`config.mk`:
```
export PLATFORM = sky130hd
export DESIGN_NAME = key_matrix_change_detector_top
export DESIGN_NICKNAME = d
export VERILOG_FILES = /design/src/design/kmcd_pkg.sv /design/src/design/kmcd_row_store.sv /design/src/design/kmcd_code_table.sv /design/src/design/kmcd_out_fifo.sv /design/src/design/key_matrix_change_detector_top.sv
export SDC_FILE = /design/constraint.sdc
export NUM_CORES = 2
export LEC_CHECK = 0
export ABC_AREA = 1
export BUFFER_PORTS_ARGS = -buffer_cell sky130_fd_sc_hd__buf_2
export CORE_MARGIN = 10
export CORE_UTILIZATION = 44
export CTS_BUF_LIST = sky130_fd_sc_hd__clkbuf_2
export DETAILED_ROUTE_END_ITERATION = 16
export GPL_TIMING_DRIVEN = 0
export HOLD_SLACK_MARGIN = 0.1
export PLACE_DENSITY = 0.7
export SLEW_MARGIN = 40
export SYNTH_ARGS = -nofsm -noshare
export SYNTH_HDL_FRONTEND = slang
export SYNTH_SLANG_ARGS = --single-unit
```
`constraint.sdc`:
```
create_clock -name clk -period 6 [get_ports clk]
set_clock_uncertainty 0.2 [all_clocks]
set_input_delay 1.8 -clock clk [delete_from_list [all_inputs] [get_ports clk]]
set_output_delay 1.8 -clock clk [all_outputs]
set_load 0.05 [all_outputs]
```
`src/design/kmcd_pkg.sv`:
```
// ----------------------------------------------------------------------------
// kmcd_pkg
// Shared types and constants of the key matrix change detector.
// ----------------------------------------------------------------------------
package kmcd_pkg;

	localparam int KEYS_PER_ROW = 8;
	localparam int POS_W        = 3;
	localparam int ROW_BITS_W   = 8;
	localparam int CODE_W       = 8;

	// word opcodes
	localparam logic OP_ROW   = 1'b0;
	localparam logic OP_TABLE = 1'b1;

	// bit 0x80 of a row is key position 0
	localparam logic [ROW_BITS_W-1:0] TOP_BIT = 8'h80;

	typedef struct packed {
		logic                  seen;
		logic [ROW_BITS_W-1:0] prev;
	} row_rd_t;

	typedef struct packed {
		logic [CODE_W-1:0] scancode;
		logic              pressed;
		logic              last;
	} key_evt_t;

endpackage

```
`src/design/kmcd_row_store.sv`:
```
// ----------------------------------------------------------------------------
// kmcd_row_store
// Previous value of each matrix row in a synchronous memory, plus one
// seen flag per row held in flops and cleared by reset.
// ----------------------------------------------------------------------------
module kmcd_row_store
	import kmcd_pkg::*;
#(
	parameter int ROWS = 16,
	parameter int RW   = 4
) (
	input  logic                  clk,
	input  logic                  arst_n,
	input  logic                  rd_en,
	input  logic [RW-1:0]         rd_row,
	output row_rd_t               rd_data,
	input  logic                  wr_en,
	input  logic [RW-1:0]         wr_row,
	input  logic [ROW_BITS_W-1:0] wr_bits
);

	logic [ROW_BITS_W-1:0] mem [ROWS];
	logic [ROWS-1:0]       seen_q;
	logic [ROW_BITS_W-1:0] prev_q;
	logic                  rd_seen_q;

	always_ff @(posedge clk) begin
		if (wr_en) begin
			mem[wr_row] <= wr_bits;
		end
		if (rd_en) begin
			prev_q <= mem[rd_row];
		end
	end

	always_ff @(posedge clk or negedge arst_n) begin
		if (!arst_n) begin
			seen_q    <= '0;
			rd_seen_q <= 1'b0;
		end else begin
			if (wr_en) begin
				seen_q[wr_row] <= 1'b1;
			end
			if (rd_en) begin
				rd_seen_q <= seen_q[rd_row];
			end
		end
	end

	assign rd_data.seen = rd_seen_q;
	assign rd_data.prev = prev_q;

endmodule

```
`src/design/kmcd_code_table.sv`:
```
// ----------------------------------------------------------------------------
// kmcd_code_table
// Scancode table, one entry per key, in a synchronous memory with one
// write port and one registered read port.
// ----------------------------------------------------------------------------
module kmcd_code_table
	import kmcd_pkg::*;
#(
	parameter int DEPTH = 128,
	parameter int AW    = 7
) (
	input  logic              clk,
	input  logic              wr_en,
	input  logic [AW-1:0]     wr_addr,
	input  logic [CODE_W-1:0] wr_code,
	input  logic              rd_en,
	input  logic [AW-1:0]     rd_addr,
	output logic [CODE_W-1:0] rd_code
);

	logic [CODE_W-1:0] mem [DEPTH];
	logic [CODE_W-1:0] rd_code_q;

	always_ff @(posedge clk) begin
		if (wr_en) begin
			mem[wr_addr] <= wr_code;
		end
		if (rd_en) begin
			rd_code_q <= mem[rd_addr];
		end
	end

	assign rd_code = rd_code_q;

endmodule

```
`src/design/kmcd_out_fifo.sv`:
```
// ----------------------------------------------------------------------------
// kmcd_out_fifo
// Two-entry output queue for key events; the head drives the output port
// and holds steady while stalled.
// ----------------------------------------------------------------------------
module kmcd_out_fifo
	import kmcd_pkg::*;
(
	input  logic     clk,
	input  logic     arst_n,
	input  logic     push,
	input  key_evt_t push_data,
	output logic     pop,
	output logic [1:0] count,
	output logic     out_valid,
	input  logic     out_stall,
	output key_evt_t out_data
);

	key_evt_t   head_q;
	key_evt_t   tail_q;
	logic [1:0] cnt_q;

	assign out_valid = (cnt_q != 2'd0);
	assign pop       = out_valid && !out_stall;
	assign count     = cnt_q;
	assign out_data  = head_q;

	always_ff @(posedge clk or negedge arst_n) begin
		if (!arst_n) begin
			cnt_q <= 2'd0;
		end else begin
			cnt_q <= cnt_q + {1'b0, push} - {1'b0, pop};
		end
	end

	always_ff @(posedge clk) begin
		case ({push, pop})
			2'b10: begin
				if (cnt_q == 2'd0) begin
					head_q <= push_data;
				end else begin
					tail_q <= push_data;
				end
			end
			2'b01: begin
				head_q <= tail_q;
			end
			2'b11: begin
				if (cnt_q == 2'd1) begin
					head_q <= push_data;
				end else begin
					head_q <= tail_q;
					tail_q <= push_data;
				end
			end
			default: begin
			end
		endcase
	end

endmodule

```
`src/design/key_matrix_change_detector_top.sv`:
```
// ----------------------------------------------------------------------------
// key_matrix_change_detector_top
// Compares each scanned key matrix row with its previous scan and emits one
// scancode word per changed key; also accepts scancode table writes.
// ----------------------------------------------------------------------------
// A table write word does not stall the input. A row word reads the row memory,
// then compares and writes back, then looks up each changed key; the
// scancode table read port looks up one key per cycle, and key lookups pause when
// the two-entry output queue is full. The next input word is taken once the
// last lookup of the row has returned. The first scan of a row after reset
// only stores it; out-of-range rows and table entries are dropped. No clearing
// pass is needed after reset.
module key_matrix_change_detector_top
	import kmcd_pkg::*;
#(
	parameter int ROWS = 16
) (
	input  logic       clk,
	input  logic       arst_n,
	input  logic       in_valid,
	output logic       in_stall,
	input  logic       opcode,
	input  logic [3:0] row_index,
	input  logic [7:0] row_bits,
	input  logic [6:0] table_index,
	input  logic [7:0] table_code,
	output logic       out_valid,
	input  logic       out_stall,
	output logic [7:0] scancode,
	output logic       pressed,
	output logic       last
);

	localparam int RW    = (ROWS > 1) ? $clog2(ROWS) : 1;
	localparam int AW    = RW + POS_W;
	localparam int DEPTH = ROWS * KEYS_PER_ROW;

	localparam logic [1:0] ST_IDLE = 2'd0;
	localparam logic [1:0] ST_CMP  = 2'd1;
	localparam logic [1:0] ST_SCAN = 2'd2;

	logic [1:0]            st_q;
	logic [RW-1:0]         row_s1;
	logic [ROW_BITS_W-1:0] bits_s1;
	logic [ROW_BITS_W-1:0] diff_q;
	logic                  pend_s1;
	logic                  pressed_s1;
	logic                  last_s1;

	logic                  acc;
	logic                  row_ok;
	logic                  tab_ok;
	logic                  row_rd;
	logic                  tab_wr;
	logic [7:0]            row_ext;
	logic [10:0]           tix_ext;
	row_rd_t               rs_rd;
	logic [ROW_BITS_W-1:0] diff;
	logic                  cmp_wr;
	logic [POS_W-1:0]      pos;
	logic                  found;
	logic [ROW_BITS_W-1:0] mask;
	logic [ROW_BITS_W-1:0] rest;
	logic                  fifo_pop;
	logic [1:0]            fifo_cnt;
	logic [2:0]            occ_next;
	logic                  issue;
	logic [CODE_W-1:0]     tab_code;
	key_evt_t              push_evt;
	key_evt_t              out_evt;

	assign in_stall = !((st_q == ST_IDLE) && !pend_s1);
	assign acc      = in_valid && !in_stall;
	assign row_ok   = {24'd0, row_index} < ROWS;
	assign tab_ok   = {25'd0, table_index} < DEPTH;
	assign row_rd   = acc && (opcode == OP_ROW) && row_ok;
	assign tab_wr   = acc && (opcode == OP_TABLE) && tab_ok;
	assign row_ext  = {4'd0, row_index};
	assign tix_ext  = {4'd0, table_index};

	assign diff   = bits_s1 ^ rs_rd.prev;
	assign cmp_wr = (st_q == ST_CMP);

	// highest changed key first
	always_comb begin
		found = 1'b0;
		pos   = '0;
		for (int i = 0; i < KEYS_PER_ROW; i++) begin
			if (!found && diff_q[KEYS_PER_ROW-1-i]) begin
				pos   = POS_W'(i);
				found = 1'b1;
			end
		end
	end

	assign mask = TOP_BIT >> pos;
	assign rest = diff_q & ~mask;

	// room for one more lookup once the queue settles after this edge
	assign occ_next = {1'b0, fifo_cnt} - {2'd0, fifo_pop} + {2'd0, pend_s1};
	assign issue    = (st_q == ST_SCAN) && (occ_next <= 3'd1);

	always_ff @(posedge clk or negedge arst_n) begin
		if (!arst_n) begin
			st_q    <= ST_IDLE;
			pend_s1 <= 1'b0;
		end else begin
			pend_s1 <= issue;
			case (st_q)
				ST_IDLE: begin
					if (row_rd) begin
						st_q <= ST_CMP;
					end
				end
				ST_CMP: begin
					if (rs_rd.seen && (diff != '0)) begin
						st_q <= ST_SCAN;
					end else begin
						st_q <= ST_IDLE;
					end
				end
				ST_SCAN: begin
					if (issue && (rest == '0)) begin
						st_q <= ST_IDLE;
					end
				end
				default: begin
					st_q <= ST_IDLE;
				end
			endcase
		end
	end

	always_ff @(posedge clk) begin
		if (row_rd) begin
			row_s1  <= row_ext[RW-1:0];
			bits_s1 <= row_bits;
		end
		if (cmp_wr) begin
			diff_q <= diff;
		end else if (issue) begin
			diff_q <= rest;
		end
		if (issue) begin
			pressed_s1 <= ((bits_s1 & mask) == '0);
			last_s1    <= (rest == '0);
		end
	end

	kmcd_row_store #(
		.ROWS (ROWS),
		.RW   (RW)
	) u_rows (
		.clk     (clk),
		.arst_n  (arst_n),
		.rd_en   (row_rd),
		.rd_row  (row_ext[RW-1:0]),
		.rd_data (rs_rd),
		.wr_en   (cmp_wr),
		.wr_row  (row_s1),
		.wr_bits (bits_s1)
	);

	kmcd_code_table #(
		.DEPTH (DEPTH),
		.AW    (AW)
	) u_codes (
		.clk     (clk),
		.wr_en   (tab_wr),
		.wr_addr (tix_ext[AW-1:0]),
		.wr_code (table_code),
		.rd_en   (issue),
		.rd_addr ({row_s1, pos}),
		.rd_code (tab_code)
	);

	assign push_evt.scancode = tab_code;
	assign push_evt.pressed  = pressed_s1;
	assign push_evt.last     = last_s1;

	kmcd_out_fifo u_fifo (
		.clk       (clk),
		.arst_n    (arst_n),
		.push      (pend_s1),
		.push_data (push_evt),
		.pop       (fifo_pop),
		.count     (fifo_cnt),
		.out_valid (out_valid),
		.out_stall (out_stall),
		.out_data  (out_evt)
	);

	assign scancode = out_evt.scancode;
	assign pressed  = out_evt.pressed;
	assign last     = out_evt.last;

endmodule

```
# Word-level counts from Yosys, hierarchy flattened
# Memory sizes are Yosys's and may differ from the RTL's. A register that Yosys moved wholly into a read port is not among the register bits.
# Index checks and enable logic that the tools add are counted.
# classes
add_sub_neg	4
n_lt_le_gt_ge	4
eq_ne	11
n_shift	1
mux	34
n_bitwise	6
n_reduce_logical	38
# ops
operator	n
2-to-1 mux 10 bit	4
one-hot mux 10 bit (3 select lines)	1
one-hot mux 10 bit (2 select lines)	1
bitwise AND 8 bit	2
logical AND 1 bit	16
zero test 8 bit	2
2-to-1 mux 8 bit	2
OR 16 bit	1
2-to-1 mux 1 bit	14
2-to-1 mux 3 bit	4
zero test 1 bit	10
< comparator 4 x 5 -> 1 bit (second input constant)	2
2-to-1 mux 2 bit	5
inverter 8 bit	1
nonzero test 8 bit	1
right shift 8 x 3 -> 8 bit (first input constant)	1
XOR 8 bit	1
equality test 2 x 1 -> 1 bit (second input constant)	3
equality test 2 bit (second input constant)	3
inequality test 2 bit (second input constant)	3
one-hot mux 2 bit (3 select lines)	1
nonzero test 2 bit	3
binary-select mux 1 bit (select 4 bit)	1
demux 1 bit (select 4 bit)	1
12 further kinds	15
# word_totals
reg_bits	64
ram_bits	1152
inputBits	32
out_inout_bits	12
wordCells	116
mem_count	2
# mem_list
memory	depth	word_bits	rd	rd_ports_with_merged_regs	wr	line_no	rtl
u_codes.mem	128	8	1	1	1	kmcd_code_table.sv:21	logic [CODE_W-1:0] mem [DEPTH];
u_rows.mem	16	8	1	1	1	kmcd_row_store.sv:22	logic [ROW_BITS_W-1:0] mem [ROWS];

# Depth between registers and ports, before layout
# logic_depth
depth_word	29
ltp_mapped	17
ltp_nobuf	15

# Modules after synthesis
# From an unflattened synthesis, not the netlist that was laid out.
# unflattened
hier_cells	4295
area_unflattened_um2	50704.9
# by_module_without_submodules
module	n_inst	cells_per_inst	area_each_um2	seq_area_each_um2
kmcd_code_table	1	3575	42184.2	30989.7
kmcd_row_store	1	482	6114.6	4509.3
key_matrix_change_detector_top	1	125	1308.8	735.7
kmcd_out_fifo	1	113	1097.3	650.6

# Least setup slack after synthesis
# No wires, ideal clock.
# synth_timing
kind	input to register
startpoint	input out_stall
endpoint	register diff_q[0], enable pin
setup_time_ns	0.312
t_arrival_ns	4.578
t_required_ns	5.488
setup_slack_ns	0.910
path_stages	9
path_buffers	0
cell_sequence	nor2_1 -> ha_1 -> inv_1 -> ha_1 -> inv_1 -> fa_1 -> inv_1 -> nor4_1 -> or2_2
# synth_between
elab_chain_len	7
# synth_rtl
element	line_no	rtl
start, declared	key_matrix_change_detector_top.sv:28	input logic out_stall,
zero test 1 bit	kmcd_out_fifo.sv:25	assign pop = out_valid && !out_stall;
logical AND 1 bit	kmcd_out_fifo.sv:25	
subtractor 2 x 1 -> 3 bit	key_matrix_change_detector_top.sv:100	assign occ_next = {1'b0, fifo_cnt} - {2'd0, fifo_pop} + {2'd0, pend_s1};
adder 3 x 1 -> 3 bit	key_matrix_change_detector_top.sv:100	
net occ_next[1]	key_matrix_change_detector_top.sv:66	logic [2:0] occ_next;
<= comparator 3 x 1 -> 1 bit	key_matrix_change_detector_top.sv:101	assign issue = (st_q == ST_SCAN) && (occ_next <= 3'd1);
logical AND 1 bit	key_matrix_change_detector_top.sv:101	
net issue	key_matrix_change_detector_top.sv:67	logic issue;
nonzero test 2 bit (no line)	-	
end signal, assigned	key_matrix_change_detector_top.sv:140	diff_q <= diff;
end signal, assigned	key_matrix_change_detector_top.sv:142	diff_q <= rest;
end, declared	key_matrix_change_detector_top.sv:45	logic [ROW_BITS_W-1:0] diff_q;
# The timed path passes the listed nets, and every way through them passes these cells.
# A chain may end at the register's enable or synchronous reset.

# Worst setup path in the final report
# layout_timing
startpoint	register diff_q[6]
endpoint	register u_codes.rd_code_q[4], in the netlist u_codes.rd_code[4] (read register of u_codes.mem), data pin
# layout_between
elab_chain_len	20
elab_cells_between_ends	26
cone_classes	13 x mux; 13 x reduce/logical
# layout_rtl
element	line_no	rtl
logical AND 1 bit (*)	key_matrix_change_detector_top.sv:89	if (!found && diff_q[KEYS_PER_ROW-1-i]) begin
2-to-1 mux 1 bit	key_matrix_change_detector_top.sv:89	
zero test 1 bit	key_matrix_change_detector_top.sv:89	
logical AND 1 bit	key_matrix_change_detector_top.sv:89	
2-to-1 mux 1 bit	key_matrix_change_detector_top.sv:89	
zero test 1 bit	key_matrix_change_detector_top.sv:89	
logical AND 1 bit	key_matrix_change_detector_top.sv:89	
2-to-1 mux 1 bit	key_matrix_change_detector_top.sv:89	
(+4 left out)	-	
logical AND 1 bit	key_matrix_change_detector_top.sv:89	
2-to-1 mux 1 bit	key_matrix_change_detector_top.sv:89	
zero test 1 bit	key_matrix_change_detector_top.sv:89	
logical AND 1 bit	key_matrix_change_detector_top.sv:89	
2-to-1 mux 1 bit	key_matrix_change_detector_top.sv:89	
zero test 1 bit	key_matrix_change_detector_top.sv:89	
logical AND 1 bit	key_matrix_change_detector_top.sv:89	
2-to-1 mux 3 bit (*)	key_matrix_change_detector_top.sv:89	
end, declared	kmcd_code_table.sv:22	logic [CODE_W-1:0] rd_code_q;
# Mark *: on every way between the ends. The rest lies on a longest branch, timed or not.

==> Flow_metrics.wiki <==
{| class="wikitable"
! Metric !! Value
|-
| Leakage power summed over all cells || 22.2 nW
|-
| Finished Layout Cells || 6,787
|-
| Area Growth Syn to Fin || 10.7%
|-
| Cell repeated most along the worst path || nor2_1
|-
| Clock-pin slew on the worst setup and hold paths || 0.13 ns
|-
| Critical Path Fanout Max || 10
|-
| Total CTS buffers || 322
|-
| Proportion of layout cells with a drive suffix above 1 || 16.4%
|-
| Average cell area after synthesis || 11.2 sq um
|-
| Final total negative setup slack || 0 ns
|-
| # setup viols final || 0
|-
| Maximum cell stage delay along the critical path || 0.68 ns
|-
| Crit. End Element || flop
|-
| Total cell area at the placement stage || 54,700 sq um
|-
| Total placed cells including tap cells || 6,246
|-
| Register-to-register path setup slack || 1.22 ns
|-
| Hold slack final || 0.254 ns
|-
| Starting density of the core || 44.2%
|-
| Data arrival time of the worst path || 5.86 ns
|-
| Worst Path Class, Setup || flop to flop
|-
| Proportion of synthesized flip-flops having asynchronous set or reset || 1.79%
|-
| H-tree levels || 5
|-
| Cell at the slowest stage of the critical path || buf_1
|-
| Net count of the mapped netlist || 4,689
|-
| Post-layout instance area || 57,500 sq um
|-
| Number of flops mapped to enable cells by yosys || 1,210
|-
| Number of library cell types mapped by synthesis || 41
|-
| Total global routing track utilization || 25.8%
|-
| Total congestion overflow after global routing || 0
|-
| Master cell of the clock root buffer || clkbuf_2
|-
| Most instantiated library cell after synthesis || nand2_1
|-
| Mapped Cells || 4,654
|-
| Chip height || 364 um
|-
| IR Drop Worst-Case VDD || 0.236 mV
|-
| Nets@finish || 5,082
|-
| Peak clock frequency supported by timing || 209 MHz
|-
| CTS Sinks || 1,232
|-
| First-pass detailed-route iteration total || 8
|-
| Placer's final routability congestion estimate || 1.04
|-
| Layer with the highest usage || met2
|-
| Met3 Resource Use GR || 7.82%
|-
| Kind of cell adding the most delay to the critical path || simple AND/OR/NAND/NOR gates
|-
| Buffer depth of the longest clock path || 4
|-
| Clock network latency to the later pin of the worst-skew pair || 1.72 ns
|-
| Max-slew violation count || 0
|-
| RSZ-0062 raised after global routing || false
|-
| Worst min-delay path class || flop to flop
|-
| Number of flip-flops and latches in the synthesized netlist || 1,232
|-
| CTS tree || built
|-
| Outcome || complete, no violations
|-
| Buf/Inv on CP || 3
|-
| Place WS || 0.437 ns
|-
| Data required time at the worst endpoint || 7.08 ns
|-
| Number of remaining DRC errors || 0
|-
| Worst-case headroom to the max-slew limit || 22.9%
|-
| Type of origin of the critical path || flop
|-
| Top cells by instance count after synthesis || nand2_1 (1,664), edfxtp_1 (1,210), nand3_1 (924)
|-
| Flip-flop cell with the highest count after synthesis || edfxtp_1
|-
| Synth Warn # || 0
|-
| Chain of cells forming the critical path || nor2_4 > nand2_2 > nor2_2 > nand4_2 > nand4_1 > inv_1 > buf_2 > buf_1 > nand3_1 > nand3_1 > nand2_1 > nor2_1 > nor2_1 > nor2_1 > nand2_1
|-
| Placed wire-length estimate || 117,000 um
|-
| Number of rows in the core area || 126
|-
| Time the worst path needs with I/O delays and setup || 4.78 ns
|-
| Period Utilization, post-route || 79.6%
|-
| Fraction of synthesized cell area taken by the top area cell type || 69.9%
|-
| Iteration-0 DRC count of the detailed router || 5,977
|-
| Area of the multi-input gates || 13,700 sq um
|-
| Wire length after detailed routing || 175,000 um
|-
| CTS-repair resized insts || 0
|-
| Actual slew at the worst max-slew pin || 1.16 ns
|-
| Minimum setup slack in the final design || 1.22 ns
|-
| Vias in the first global route || 37,182
|-
| Core utilization of the finished layout || 48.9%
|-
| First-pass GRT wire length || 249,000 um
|-
| Largest net degree at the start of global routing || 85
|-
| Core area || 118,000 sq um
|-
| Area used by sequential logic in the layout || 36,900 sq um
|-
| Cell Area, Synth || 52,000 sq um
|-
| Wirelength per Cell || 25.9 um
|-
| Number of hold-repair buffers added at the cts stage || 13
|-
| Max cap viols || 0
|-
| Vias per inst || 5.83
|-
| Area leader, netlist || edfxtp_1
|-
| Die X-Extent || 364 um
|-
| Number of buffers inserted by post-CTS setup repair || 0
|-
| Met2 routing resource usage after global routing || 39.2%
|-
| Leading post-synthesis cells by cell area || edfxtp_1 (70%), nand2_1 (12%), nand3_1 (8.9%)
|-
| Number of antenna violations at the first check in global routing || 17
|-
| Area of the die || 132,000 sq um
|-
| Fill cell count || 10,564
|-
| P per Cell Area || 404 nW/um^2
|-
| Number of buffers inserted by port buffering || 43
|-
| IO Pins || 44
|-
| Total vias in the final route || 39,555
|-
| Final number of hold-violating endpoints || 0
|-
| Sum of internal, switching and leakage power || 23.3 mW
|-
| Met1 global-route usage || 32.6%
|-
| Sequential share of the synthesized area || 71.0%
|-
| Post-DRT Antenna Nets || 0
|}
-- worst paths after layout --
path / from / end / cells past startpoint
min in group asynchronous: arst_n / u_rows.seen_q[9]$_DFFE_PN0P_ / 2
hold reg to reg: u_codes.rd_code[6]$_DFFE_PP_ / u_fifo.tail_q[8]$_DFFE_PP_ / 0
max in group asynchronous: arst_n / u_fifo.count[0]$_DFF_PN0_ / 2
setup reg to reg: diff_q[6]$_DFFE_PP_ / u_codes.rd_code[4]$_DFFE_PP_ / 15
setup / recovery: diff_q[6]$_DFFE_PP_ / u_codes.rd_code[4]$_DFFE_PP_ / 15
hold / removal: u_codes.rd_code[6]$_DFFE_PP_ / u_fifo.tail_q[8]$_DFFE_PP_ / 0
-- kinds of logic after synthesis --
family | synth area share (%)
AO/OA/AOI/OAI | 1.36
XOR/XNOR | 0.152
adder cells (fa/ha/maj) | 0.0867
buffers and inverters | 3.22
flip-flops | 71.0
multiplexers | 0.718
AND/OR/NAND/NOR | 23.5
-- metal layers --
layer / routed length [um] / up-vias
met5: 64 / -
met4: 11100 / 10
met3: 23600 / 626
met2: 77400 / 3001
met1: 63400 / 18782
li1: - / 17136
-- where the power goes --
group	total, mW	internal, mW	switching [mW]	leakage (nW)
clock	5.54	2.11	3.42	2.00
sequential	9.82	9.69	0.126	11.2
combinational	7.91	2.02	5.88	9.04
-- registers in the layout, indices dropped and copies added, names as in the netlist --
signal	count
u_rows.prev_q	8
u_codes.mem	1024
last_s1	1
u_fifo.out_data	10
pressed_s1	1
pend_s1	1
st_q	2
u_fifo.tail_q	10
row_s1	4
bits_s1	8
u_rows.rd_seen_q	1
u_codes.rd_code	8
u_fifo.count	2
diff_q	8
u_rows.mem	128
u_rows.seen_q	16
-- cells in the final DEF, fill, tap and decap left out, drive strengths merged, types with 13 or more instances in the layout --
master	count
nand2	1666
edfxtp	1210
nand3	926
clkbuf	493
nor2	301
buf	292
clkinv	80
inv	55
o21ai	54
mux2i	26
o221ai	26
dfrtp	22
diode	14
dlygate4sd3	13
-- final cells by class --
type	count	area share, %
clock inverter	89	0.827
antenna	14	0.0609
tap	1536	3.34
multi-input combinational	3067	23.8
timing repair buffer	69	1.24
inverter	51	0.333
sequential	1232	64.1
buffer	304	2.61
clock buffer	425	3.70
(Power assumes the default switching activity.)
